===== src/hw/rtl/sctp_pkg.sv =====
// Shared types and constants for the S-curve trajectory planner core.
// No dependencies; imported by sctp_div and the top level.
`timescale 1ns / 1ps

package sctp_pkg;

	localparam int FIELD_W = 32;
	localparam int RATE_W  = 31;
	localparam int DEN_W   = FIELD_W + 1;
	localparam int ALPHA_W = 25;
	localparam int FRAC_W  = 24;

	localparam logic REG_SLEW_RATE     = 1'b0;
	localparam logic REG_TIME_CONSTANT = 1'b1;

	typedef struct packed {
		logic               start;
		logic [FIELD_W-1:0] dt;
		logic [DEN_W-1:0]   den;
	} div_req_t;

	typedef struct packed {
		logic               done;
		logic [ALPHA_W-1:0] quot;
	} div_rsp_t;

endpackage


===== src/hw/rtl/sctp_div.sv =====
// Bit-serial restoring divider that forms alpha = dt * 2^24 / den, one bit a cycle.
// Depends on sctp_pkg for the request and response structs.
`timescale 1ns / 1ps

module sctp_div
	import sctp_pkg::*;
(
	input  logic     clk,
	input  logic     arst_n,
	input  div_req_t req,
	output div_rsp_t rsp
);

	logic                busy_q;
	logic                done_q;
	logic [4:0]          count_q;
	logic                lsb_q;
	logic [DEN_W:0]      rem_q;
	logic [DEN_W-1:0]    den_q;
	logic [ALPHA_W-1:0]  quot_q;
	logic [DEN_W:0]      trial;
	logic                fits;

	// The numerator is dt shifted up 24 places; only its bit 24 (dt[0]) is
	// brought down in the iterations, all lower numerator bits are zero.
	always_comb begin
		trial = {rem_q[DEN_W-1:0], (count_q == 5'(FRAC_W)) ? lsb_q : 1'b0};
		fits  = (trial >= {1'b0, den_q});
	end

	always_ff @(posedge clk or negedge arst_n) begin
		if (!arst_n) begin
			busy_q  <= 1'b0;
			done_q  <= 1'b0;
			count_q <= '0;
		end else begin
			done_q <= 1'b0;
			if (req.start) begin
				busy_q  <= 1'b1;
				count_q <= 5'(FRAC_W);
			end else if (busy_q) begin
				if (count_q == 5'd0) begin
					busy_q <= 1'b0;
					done_q <= 1'b1;
				end else begin
					count_q <= count_q - 5'd1;
				end
			end
		end
	end

	always_ff @(posedge clk) begin
		if (req.start) begin
			rem_q  <= {3'b000, req.dt[FIELD_W-1:1]};
			lsb_q  <= req.dt[0];
			den_q  <= req.den;
			quot_q <= '0;
		end else if (busy_q) begin
			rem_q  <= fits ? (trial - {1'b0, den_q}) : trial;
			quot_q <= {quot_q[ALPHA_W-2:0], fits};
		end
	end

	assign rsp.done = done_q;
	assign rsp.quot = quot_q;

endmodule


===== config.mk =====
export PLATFORM = sky130hd
export DESIGN_NAME = sctp_div
export DESIGN_NICKNAME = d
export VERILOG_FILES = /design/src/hw/rtl/sctp_pkg.sv /design/src/hw/rtl/sctp_div.sv
export SDC_FILE = /design/constraint.sdc
export NUM_CORES = 1
export LEC_CHECK = 0
export ABC_AREA = 1
export BUFFER_PORTS_ARGS = -buffer_cell sky130_fd_sc_hd__buf_4
export CAP_MARGIN = 10
export CORE_UTILIZATION = 46
export CTS_CLUSTER_DIAMETER = 80
export DETAILED_ROUTE_END_ITERATION = 12
export PLACE_DENSITY = 0.67
export SETUP_SLACK_MARGIN = 0.5
export SKIP_LAST_GASP = 1
export SLEW_MARGIN = 5
export SYNTH_ARGS = -nofsm -noshare
export SYNTH_HDL_FRONTEND = slang
export SYNTH_SLANG_ARGS = --single-unit

===== constraint.sdc =====
create_clock -name clk -period 4.51 [get_ports clk]
set_clock_uncertainty 0.2 [all_clocks]
set_input_delay 0.2255 -clock clk [delete_from_list [all_inputs] [get_ports clk]]
set_output_delay 0.2255 -clock clk [all_outputs]
set_load 0.01 [all_outputs]

* Word level (Yosys, flattened, before mapping)
Cells that the tools add are included.
W data, S select, Z words.
** Storage, ports and cells
- Register bits :: 99
- Latch bits :: 0
- RAM bits :: 0
- Bits in read-only memories :: 0
- Bits of input ports :: 68
- Logic and storage cells :: 29
- Memories :: 0
** Operators by class
- Add/sub/neg operators :: 2
- Multipliers :: 0
- Divide/modulo/power cells :: 0
- $lt $le $gt $ge :: 1
- Equal/unequal tests :: 2
- Shift-type cells :: 0
- Muxes and demuxes :: 13
- Bitwise operators :: 0
- Reduce and logical (&&, ||, !) cells :: 3
** Operators by type and width (number)
- $mux W31 :: 2
- $ge A34 B33 Y1 :: 1
- $mux W33 :: 1
- $sub A33 B33 Y33 :: 1
- $mux W5 :: 3
- $mux W1 :: 7
- $eq A5 B5 Y1 const B :: 1
- $logic_not A5 Y1 :: 1
- $sub A5 B1 Y5 const B :: 1
- $ne A2 B2 Y1 const B :: 1
- $reduce_and A2 Y1 :: 1
- $reduce_bool A2 Y1 :: 1

* Logic depth before layout (Yosys ltp)
Gate-level depths: netlist (run 1).
- Depth after elaboration :: 6
- Gate-level depth with buffers :: 21

* Worst setup path before layout (run 1)
Ideal clock, no wire load.
- Path kind :: register to register
- Start point :: register count_q[0]
- End point :: register rem_q[30], data pin
- Data arrival time :: 2.441 ns
- Data required time :: 4.056 ns
- Setup slack :: 1.615 ns
- Cell stages (with the launch flop) :: 21
- Period minus slack after synthesis :: 2.895 ns
- Path through :: dfrtp_1 inv_1 ha_1 inv_1 nor3_1 nand3_1 ha_1 fa_1 inv_1 nand2_1 nand2_1 and2_1 nand2_1 nand2_1 nand2_1 nand2_1 nand2_1 nand3_1 nand3_1 nand3_1 nand2_1
** Between the ends
- Cells in the longest elaborated chain, start to end :: 6
** Ends and longest elaborated chain
- start: declaration :: RTL line sctp_div.sv:16 : logic [4:0] count_q;
- start signal: assignment :: RTL line sctp_div.sv:40 : count_q <= 5'(FRAC_W);
- start signal: assignment :: RTL line sctp_div.sv:46 : count_q <= count_q - 5'd1;
- $eq A5 B5 Y1 (*) :: RTL line sctp_div.sv:27 : trial = {rem_q[DEN_W-1:0], (count_q == 5'(FRAC_W)) ? lsb_q : 1'b0};
- $mux W1 (*) :: RTL line sctp_div.sv:27
- $sub A33 B33 Y33 or $ge A34 B33 Y1 (tied branches) :: RTL line sctp_div.sv:59, sctp_div.sv:28
- $mux W33 (*) :: RTL line sctp_div.sv:59 : rem_q <= fits ? (trial - {1'b0, den_q}) : trial;
- $mux W31 (*) :: RTL line sctp_div.sv:58 : end else if (busy_q) begin
- $mux W31 (*) :: RTL line sctp_div.sv:53 : if (req.start) begin
- end signal: assignment :: RTL line sctp_div.sv:54 : rem_q <= {3'b000, req.dt[FIELD_W-1:1]};
- end signal: assignment :: RTL line sctp_div.sv:59
- end: declaration :: RTL line sctp_div.sv:18 : logic [DEN_W:0] rem_q;
Mark *: on every way between the ends. The rest lies on a longest branch, timed or not. The select of a mux whose other input is x is not followed.
A chain may end at the register's enable or synchronous reset.

* Final worst setup path (run 1)
- Start point :: register count_q[0]
- End point :: register rem_q[28], data pin
Same word-level chain as after synthesis.

==> results.yml, run 1 <==
clock_tree:
  post_cts_buffers: 0
  numCtsBuffers: 9
  clock_latency_ns: 0.36
  clockRootBuffer: "clkbuf_16"
  clk_transition_reported_paths_ns: 0.07
  ctsHtreeMaxLevel: 3
  clock-sinks: 99
  tritoncts: "yes"
  cts_buffer_depth: 2
setup_path:
  critPathArrivalTime_ns: 3.48
  cp-end-kind: "flop"
  cp.required_ns: 4.43
  cp-start-kind: "flop"
  cp_slowest_cell: "nand2_4"
  crit_type: "flop to flop"
  r2r_cells: 17
  cp_cell_sequence: "inv_1 > ha_1 > inv_1 > nor3_1 > nand3_1 > ha_1 > fa_1 > inv_1 > nand3_1 > nand3_2 > nand2_1 > nand2_2 > nand3_2 > nand2_4 > nand3_1 > nand3_1 > nand2_1"
  cpMostUsedCell: "nand3_1"
  critical-path-max-stage-delay_ns: 0.47
  crit_fanout: 62
yosys:
  netlist_instances: 852
  synthFlopType: "edfxtp_1"
  yosys_warnings: 0
  synthArstFlopShare_pct: 7.07
  ys_seq_area_share_pct: 41.9
  synth_edf_count: 65
  avgSynthCellArea_um2: 7.48
  synth_seq_cells: 99
  synth.net_count: 956
  synth_area_um2: 6370
  yosysUniqueCellTypes: 42
pwr:
  p_leak_nw: 3.98
  seqPwrFrac_pct: 28.6
  p_clk_share_pct: 17.5
  p_switching_mw: 2.03
  p_comb_share_pct: 53.9
  cellPowerDensity_nw_per_um2: 562
  p_sw_share_pct: 44.2
  ir_worst_vdd_mv: 0.360
  totalPowerFinal_mw: 4.59
  p_int_mw: 2.56
placed_design:
  gp_congestion: 0.899
  dp_hpwl_mm: 11.6
  dp.cells: 1106
  post_dp_cell_area_um2: 7200
  portBuffers: 93
  dp_slack_ns: 0.951
grt:
  grt_pass1_wl_mm: 27.1
  grt_max_degree: 63
  grt_pass1_vias: 5627
  antenna_found_initial: 0
  grt_overflow: 0
  grt_usage_pct: 24.0
timing:
  finalSetupViolations: 0
  tightest_slew_ns: 0.655
  setup_tns_ns: 0
  rsz0062_at_grt: "no"
  period_needed_ns: 3.55
  holdWs_ns: 0.0146
  final_max_slew_viol_count: 0
  period_share_pct: 78.8
  relSlewSlack_pct: 56.3
  finalHoldViolations: 0
  setup_ws_ns: 0.957
  fmax_mhz: 281
route:
  dr_total_vias: 5748
  wl_per_cell_um: 13.6
  drc: 0
  drt_iter0_markers: 329
  first_pass_iters: 5
  ant_nets: 0
  wl_mm: 16.2
  via_per_inst: 4.84
floorplanning:
  dieArea_um2: 14300
  top_level_ports: 94
  core_area_um2: 13400
  die_w_um: 120
  die_h_um: 120
  initial_core_util_pct: 47.5
  placementRows: 42
final_layout:
  area_delta_synth_final_pct: 28.2
  finalNonFillerCells: 1188
  num-fill-cells: 1263
  drive_gt1_share_pct: 14.0
  nets: 1111
  fin_util_pct: 61.0
  antenna_cells: 0
  fin_area_um2: 8170
flow_run:
  drv_cap: 0
status:
  run_status: "complete, no violations"
hold_path:
  hp-class: "input port to asynchronous set/reset pin"
[metal layers]
metal | share of wire [%] | up-vias | routed length, um | track usage [%]
li1 | - | 3032 | - | -
met1 | 48 | 2555 | 7810 | 32.3
met2 | 45 | 152 | 7330 | 39.6
met3 | 5.4 | 9 | 866 | 4.13
met4 | 1.1 | 0 | 176 | 6.88
met5 | 0 | - | 0 | 0
[timing repair]
action | 4_1_cts | 5_1_grt
endpoints found under the setup margin | 0 | 0
hold buffers | 66 | 0
resized for setup | 0 | 0
hold endpoints to repair | 72 | 0
[flip-flops by register name, summed over array words and instances, names as in the netlist]
register / cells
busy_q: 1
count_q: 5
done_q: 1
den_q: 33
rem_q: 33
lsb_q: 1
quot_q: 25
[cells in the mapped netlist (4+ instances only)]
library cell  number  share of area, %
nand2_1          265                16
inv_1            150               8.8
edfxtp_1          65                31
nor2_1            59               3.5
nand3_1           48               3.8
ha_1              35               6.9
a21oi_1           30               2.4
dfxtp_1           27               8.5
o22ai_1           22               2.2
o21ai_0           15               1.2
xnor2_1           15               2.1
o21ai_1           14               1.1
or2_1             10              0.98
o211ai_1           9               1.1
clkbuf_1           8              0.47
nand2_2            8              0.79
nand4_1            8              0.79
nor2_2             8              0.79
nor3_1             8              0.63
dfrtp_1            7               2.7
buf_6              5              0.88
o21bai_1           5              0.59
inv_2              4              0.24
[layout by cell type (no fill, tap or decap), types with 22 or more instances in the layout]
cell type and n:
o22ai_1 22, dlygate4sd3_1 66, nand2_1 265, buf_4 96, edfxtp_1 65, dfxtp_1 27, nor2_1 59, ha_1 35
inv_1 149, a21oi_1 30, nand3_1 48
[power by group through the flow]
stage | sequential, mW | combinational [mW] | clock [mW]
finish | 1.31 | 2.47 | 0.801
global placement | 1.33 | 2.38 | 0
CTS | 1.31 | 2.46 | 0.824
floorplan | 1.30 | 1.95 | 0
detailed placement | 1.32 | 2.40 | 0
global route | 1.33 | 2.83 | 0.844
[worst paths after layout]
| kind | from | to | slack, ns |
|---|---|---|---|
| setup / recovery | count_q[0] | rem_q[28] | 0.96 |
| hold / removal | arst_n | done_q | 0.01 |
| setup reg to reg | count_q[0] | rem_q[28] | 0.96 |
| hold reg to reg | quot_q[24] | quot_q[24] | 0.28 |
| max in group asynchronous | arst_n | busy_q | 3.97 |
| min in group clk | req[65] | rem_q[32] | 0.08 |
[cell families (layout without fill, tap and decap cells)]
kind of cell / Yosys count / count (layout) / share of synthesized area, %
AO/OA/AOI/OAI: 103 / 103 / 9.49
buffers and inverters: 173 / 333 / 10.9
adder cells (fa/ha/maj): 36 / 36 / 7.19
flip-flops: 99 / 99 / 41.9
AND/OR/NAND/NOR: 424 / 424 / 28.2
XOR/XNOR: 17 / 17 / 2.34
[worst max-delay path: cells and delay by family (launching register included)]
family / cells / cell delay, ns
DFF: 1 / 0.36
buffers and inverters: 3 / 0.25
adders and majority gates: 3 / 0.85
and+or+nand+nor: 11 / 1.62
[cell type report]
cell class              count  area (um2)  share of cell area [%]
clock buffers              11         264                    3.23
clock inverters             5        46.3                   0.567
inverters                 155         582                    7.12
multi-input cells         580        3010                    36.8
flip-flops and latches     99        2670                    32.7
well taps                 176         220                    2.70
repair buffers            162        1380                    16.9
Power figures use the tool's default switching activity.
==> inputs of run 2 (changes only) <==
Settings changed: ABC_AREA 1 to 0.
Clock period 4.51 ns to 3.55 ns, I/O delays scaled along.
==> results.yml, run 2 <==
final_layout:
  layout_common_cells: "buf_4, dlygate4sd3_1, edfxtp_1"
  antenna_cells: 0
  drive_gt1_share_pct: 26.9
  num-fill-cells: 958
  top_regs: "den_q x33, rem_q x33, quot_q x25"
  register_area_um2: 2670
  nets: 846
  multiInputGateArea_um2: 3060
  finalNonFillerCells: 915
  final_common_cell: "buf_4"
  area_delta_synth_final_pct: 37.6
yosys:
  synth_commonest_cells: "edfxtp_1, nor2_1, a21oi_1"
  yosysUniqueCellTypes: 73
  synth_top_area_share_pct: 33.4
  synthFlopType: "edfxtp_1"
  ys_seq_area_share_pct: 45.7
  yosys_warnings: 0
  synth_edf_count: 65
  synth_area_um2: 5840
  avgSynthCellArea_um2: 10.4
  synth_seq_cells: 99
  synth_top_area_cell: "edfxtp_1"
  synthArstFlopShare_pct: 7.07
  netlist_instances: 563
  synth.most_common_cell: "edfxtp_1"
  synth.net_count: 667
  ys_top_cells_by_area: "edfxtp_1, dfxtp_1, ha_1, mux2i_1, mux2_2"
status:
  violations: "setup timing"
  run_status: "finished with violations"
setup_path:
  cp-end-kind: "flop"
  crit_start: "count_q[1]"
  worst-path-buf-inv: 4
  cp_slowest_cell: "dfrtp_1"
  path_depth: 18
  timing.rr.end: "rem_q[14]"
  cp.required_ns: 3.57
  r2r_slack_ns: -0.12
  critical-path-max-stage-delay_ns: 0.40
  critPathArrivalTime_ns: 3.69
  cp-endpoint: "rem_q[14]"
  crit_type: "flop to flop"
  cp_cell_sequence: "inv_2 > ha_4 > nor2b_4 > nand4_1 > ha_2 > fa_2 > nand2b_4 > a21oi_4 > o2111ai_4 > o21ai_4 > o21ai_4 > buf_4 > o31ai_4 > buf_6 > buf_16 > nor2_1 > a21oi_1 > mux2_2"
  cp-start-kind: "flop"
  rr_startpoint: "count_q[1]"
  r2r_cells: 18
  cpMostUsedCell: "o21ai_4"
  crit_family: "compound AO/OA/AOI/OAI gates"
  crit_fanout: 7
hold_path:
  hp-class: "input port to flop"
  hold_depth: 3
floorplanning:
  die_h_um: 115
  placementRows: 40
  dieArea_um2: 13200
  core_area_um2: 12200
  die_w_um: 115
  top_level_ports: 94
  initial_core_util_pct: 47.8
pwr:
  p_leak_nw: 3.58
  ir_worst_vdd_mv: 0.400
  cellPowerDensity_nw_per_um2: 765
grt:
  grt_usage_pct: 22.1
  grt_pass1_wl_mm: 22.9
  grt_pass1_vias: 4936
  grt_overflow: 0
  antenna_found_initial: 0
  grt_max_degree: 65
timing:
  finalSetupViolations: 28
  finalHoldViolations: 0
  rsz0062_at_grt: "yes"
  holdWs_ns: 0.0240
  setup_tns_ns: -1.37
  fmax_mhz: 272
  period_share_pct: 103
  final_max_slew_viol_count: 0
  relSlewSlack_pct: 52.7
  tightest_slew_ns: 0.710
  period_needed_ns: 3.67
  setup_ws_ns: -0.124
clock_tree:
  clk_transition_reported_paths_ns: 0.07
  tritoncts: "yes"
  clock_latency_ns: 0.35
  numCtsBuffers: 9
  cts_buffer_depth: 2
  clockRootBuffer: "clkbuf_16"
  ctsHtreeMaxLevel: 3
  clock-sinks: 99
route:
  wl_mm: 14.3
  wl_per_cell_um: 15.6
  ant_nets: 0
  drc: 0
  dr_total_vias: 4857
  via_per_inst: 5.31
  first_pass_iters: 5
  drt_iter0_markers: 342
flow_run:
  drv_cap: 0
placed_design:
  portBuffers: 93
  dp_hpwl_mm: 9.26
  dp_slack_ns: -0.106
  gp_congestion: 0.879
  dp.cells: 820
-- run 2: changes by cell type after synthesis, moves of 9 or more --
| cell | change |
|---|---|
| nand2_1 | -240 |
| inv_1 | -108 |
| nand3_1 | -43 |
| mux2i_1 | +27 |
| mux2_2 | +22 |
| o22ai_1 | -20 |
| a21oi_1 | +18 |
| o21ai_0 | +13 |
| o21ai_1 | -12 |
| nor2b_1 | +10 |
| xor2_1 | +10 |
| a21o_1 | +9 |
| or2_1 | -9 |
-- run 2: area by class of cell --
cell class                      count  share of cell area (%)
Tap cell                          168                    2.62
Inverter                           43                    2.01
Multi-Input combinational cell    399                    38.0
Clock inverter                      5                   0.483
Sequential cell                    99                    33.2
Clock buffer                       11                    2.90
Timing Repair Buffer              190                    20.8
-- run 2: cells by family after synthesis --
kind of cell	synth area share, %
AOI/OAI and AO/OA	16.2
xor gates and xnor gates	3.90
adders and majority gates	7.84
buffers and inverters	4.86
DFF	45.7
muxes	8.87
and+or+nand+nor	12.7
-- run 2: worst min-delay path by stage --
stage / start / to / slack [ns]
floorplan: arst_n / busy_q / -0.32
global placement: arst_n / busy_q / -0.21
detailed placement: arst_n / busy_q / -0.21
CTS: req[62] / rem_q[28] / 0.02
global route: req[62] / rem_q[28] / 0.05
finish: req[62] / rem_q[28] / 0.02
-- run 2: through the flow --
stage	utilization [%]	area, um2	power (mW)
after floorplan	-	5880	3.98
after global placement	55.9	6830	4.62
after detailed placement	55.9	6830	4.70
after CTS	64.7	7910	5.93
after global routing	65.8	8040	6.56
final	65.8	8040	6.15
-- run 2: what timing repair did --
action	in CTS	in global routing
pin swaps	9	5
endpoints found under the hold margin	71	0
hold buffers	66	0
setup endpoints to repair	34	34
resized for setup	19	13
gates cloned	1	1
buffers inserted	6	5
-- run 2: tightest hold or removal path: cells and delay by family --
family | cells | cell delay [ns]
buffers and inverters | 1 | 0.08
AND/OR/NAND/NOR | 2 | 0.19
-- run 2: power by group --
part | leakage (nW) | internal (mW) | total, mW | switching, mW
combinational | 2.50 | 1.71 | 3.51 | 1.81
clock | 0.130 | 0.480 | 0.919 | 0.439
sequential | 0.959 | 1.55 | 1.72 | 0.165
total | 3.58 | 3.74 | 6.15 | 2.41
-- run 2: layer usage --
layer	wire length, um	global-route usage, %	up-vias
met3	643	5.08	22
met4	303	8.23	0
li1	-	-	2397
met1	6320	26.9	2305
met5	0	0	-
met2	7020	38.1	133
==> inputs of run 3 (changes only) <==
Settings changed: CAP_MARGIN 10 to not set, GPL_TIMING_DRIVEN set to 0.
==> results.yml, run 3 (synthesis results as in run 2) <==
grt:
  grt_pass1_wl_mm: 23.8
  grt_max_degree: 40
  antenna_found_initial: 0
  grt_usage_pct: 23.8
  grt_overflow: 0
  grt_pass1_vias: 4986
clock_tree:
  clockRootBuffer: "clkbuf_16"
  clock-sinks: 99
  clk_transition_reported_paths_ns: 0.07
  cts_buffer_depth: 2
  clock_latency_ns: 0.36
  numCtsBuffers: 9
  tritoncts: "yes"
  ctsHtreeMaxLevel: 3
final_layout:
  fin_util_pct: 67.7
  nets: 860
  final_common_cell: "buf_4"
  layout_common_cells: "buf_4, dlygate4sd3_1, edfxtp_1"
  fin_area_um2: 8270
  antenna_cells: 0
  drive_gt1_share_pct: 30.1
  area_delta_synth_final_pct: 41.6
  top_regs: "den_q x33, rem_q x33, quot_q x25"
placed_design:
  gp_congestion: 0.935
  portBuffers: 93
  post_dp_cell_area_um2: 6790
  dp_hpwl_mm: 9.81
timing:
  period_share_pct: 103
  period_needed_ns: 3.65
  fmax_mhz: 274
  tightest_slew_ns: 1.20
  setup_ws_ns: -0.102
  finalHoldViolations: 0
  final_max_slew_viol_count: 0
  relSlewSlack_pct: 19.5
  finalSetupViolations: 21
  rsz0062_at_grt: "yes"
route:
  first_pass_iters: 5
  wl_per_cell_um: 16.6
  wl_mm: 15.4
  via_per_inst: 5.33
  dr_total_vias: 4949
  drt_iter0_markers: 420
  drc: 0
  ant_nets: 0
floorplanning:
  initial_core_util_pct: 47.8
  core_area_um2: 12200
  die_w_um: 115
  die_h_um: 115
  dieArea_um2: 13200
  top_level_ports: 94
  placementRows: 40
status:
  violations: "setup timing"
  run_status: "finished with violations"
setup_path:
  crit_type: "flop to flop"
  cp.required_ns: 3.47
  crit_start: "count_q[0]"
  cp-start-kind: "flop"
  critPathArrivalTime_ns: 3.57
  crit_fanout: 7
  cp-end-kind: "flop"
  rr_startpoint: "count_q[0]"
pwr:
  totalPowerFinal_mw: 6.67
  cellPowerDensity_nw_per_um2: 806
  p_leak_nw: 3.72
  ir_worst_vdd_mv: 0.406
hold_path:
  hp-class: "input port to flop"
  hp-start: "req[62]"
flow_run:
  drv_cap: 0
## run 3: changes by cell type in the layout (fill, tap and decap cells not counted), moves of 3 or more
cell      change
clkbuf_1      +4
mux2_4        +9
nand2_1       -7
mux2_2        -9
o21ai_0       -4
nand2_4       +6
a21oi_1      -11
buf_1         +5
buf_6         +3
o21ai_2       +6
buf_2         +3
buf_4         -7
a21oi_2      +10
## run 3: report_power, final
group	internal [mW]	total, mW	switching (mW)	leakage, nW
clock network	0.504	0.972	0.468	0.147
registers	1.55	1.73	0.181	0.959
logic	1.91	3.96	2.05	2.61
## run 3: per-stage QoR
stage	setup WS, ns	hold WS [ns]	std cells	TNS, ns
global route	-0.235	0.0675	929	-5.05
floorplan	0.0970	-0.318	563	0
finish	-0.102	0.0316	929	-1.17
detailed placement	-0.339	-0.203	824	-8.96
global placement	-0.265	-0.206	824	-6.04
CTS	-0.0647	0.0357	922	-0.922
## run 3: what timing repair did
item,CTS,global route
gates resized for setup,35,50
setup buffers,15,6
gates cloned,1,1
pin swaps,8,13
endpoints found under the setup margin,34,34
hold endpoints to repair,71,0
hold buffers,66,0
## run 3: area by class of cell
| class | count | area (um2) |
|---|---|---|
| Multi-Input combinational cell | 399 | 3190 |
| Fill cell | 956 | 3940 |
| Clock inverter | 6 | 47.5 |
| Buffer | 22 | 161 |
| Tap cell | 168 | 210 |
| Timing Repair Buffer | 182 | 1600 |
| Clock buffer | 10 | 239 |
| Sequential cell | 99 | 2670 |
| Inverter | 43 | 161 |
## run 3: metal layers
metal / global-route usage (%) / share of wire (%) / up-vias / wire length (um)
li1: - / - / 2430 / -
met4: 7.79 / 2.0 / 0 / 301
met3: 6.62 / 5.3 / 23 / 816
met5: 0 / 0 / - / 0
met1: 28.2 / 44 / 2348 / 6820
met2: 41.5 / 48 / 148 / 7440
## run 3: final timing paths
check | to | slack [ns] | cells after the start
setup / recovery | rem_q[28] | -0.10 | 15
hold / removal | rem_q[28] | 0.03 | 3
setup reg to reg | rem_q[28] | -0.10 | 15
hold reg to reg | quot_q[14] | 0.33 | 2
max in group asynchronous | busy_q | 2.35 | 3
min in group asynchronous | count_q[2] | 0.57 | 3
## run 3: worst max-delay path: stages (launching register included)
cell and delay, ns:
dfrtp_1 0.39, inv_2 0.09, ha_4 0.13, nor2b_4 0.13, nand4_1 0.12, ha_2 0.22
fa_2 0.35, nand2b_4 0.17, a21oi_4 0.18, o2111ai_4 0.15, o21ai_4 0.24, o21ai_4 0.10
o31a_4 0.36, or3_1 0.32, mux2i_1 0.18, nor3_1 0.07
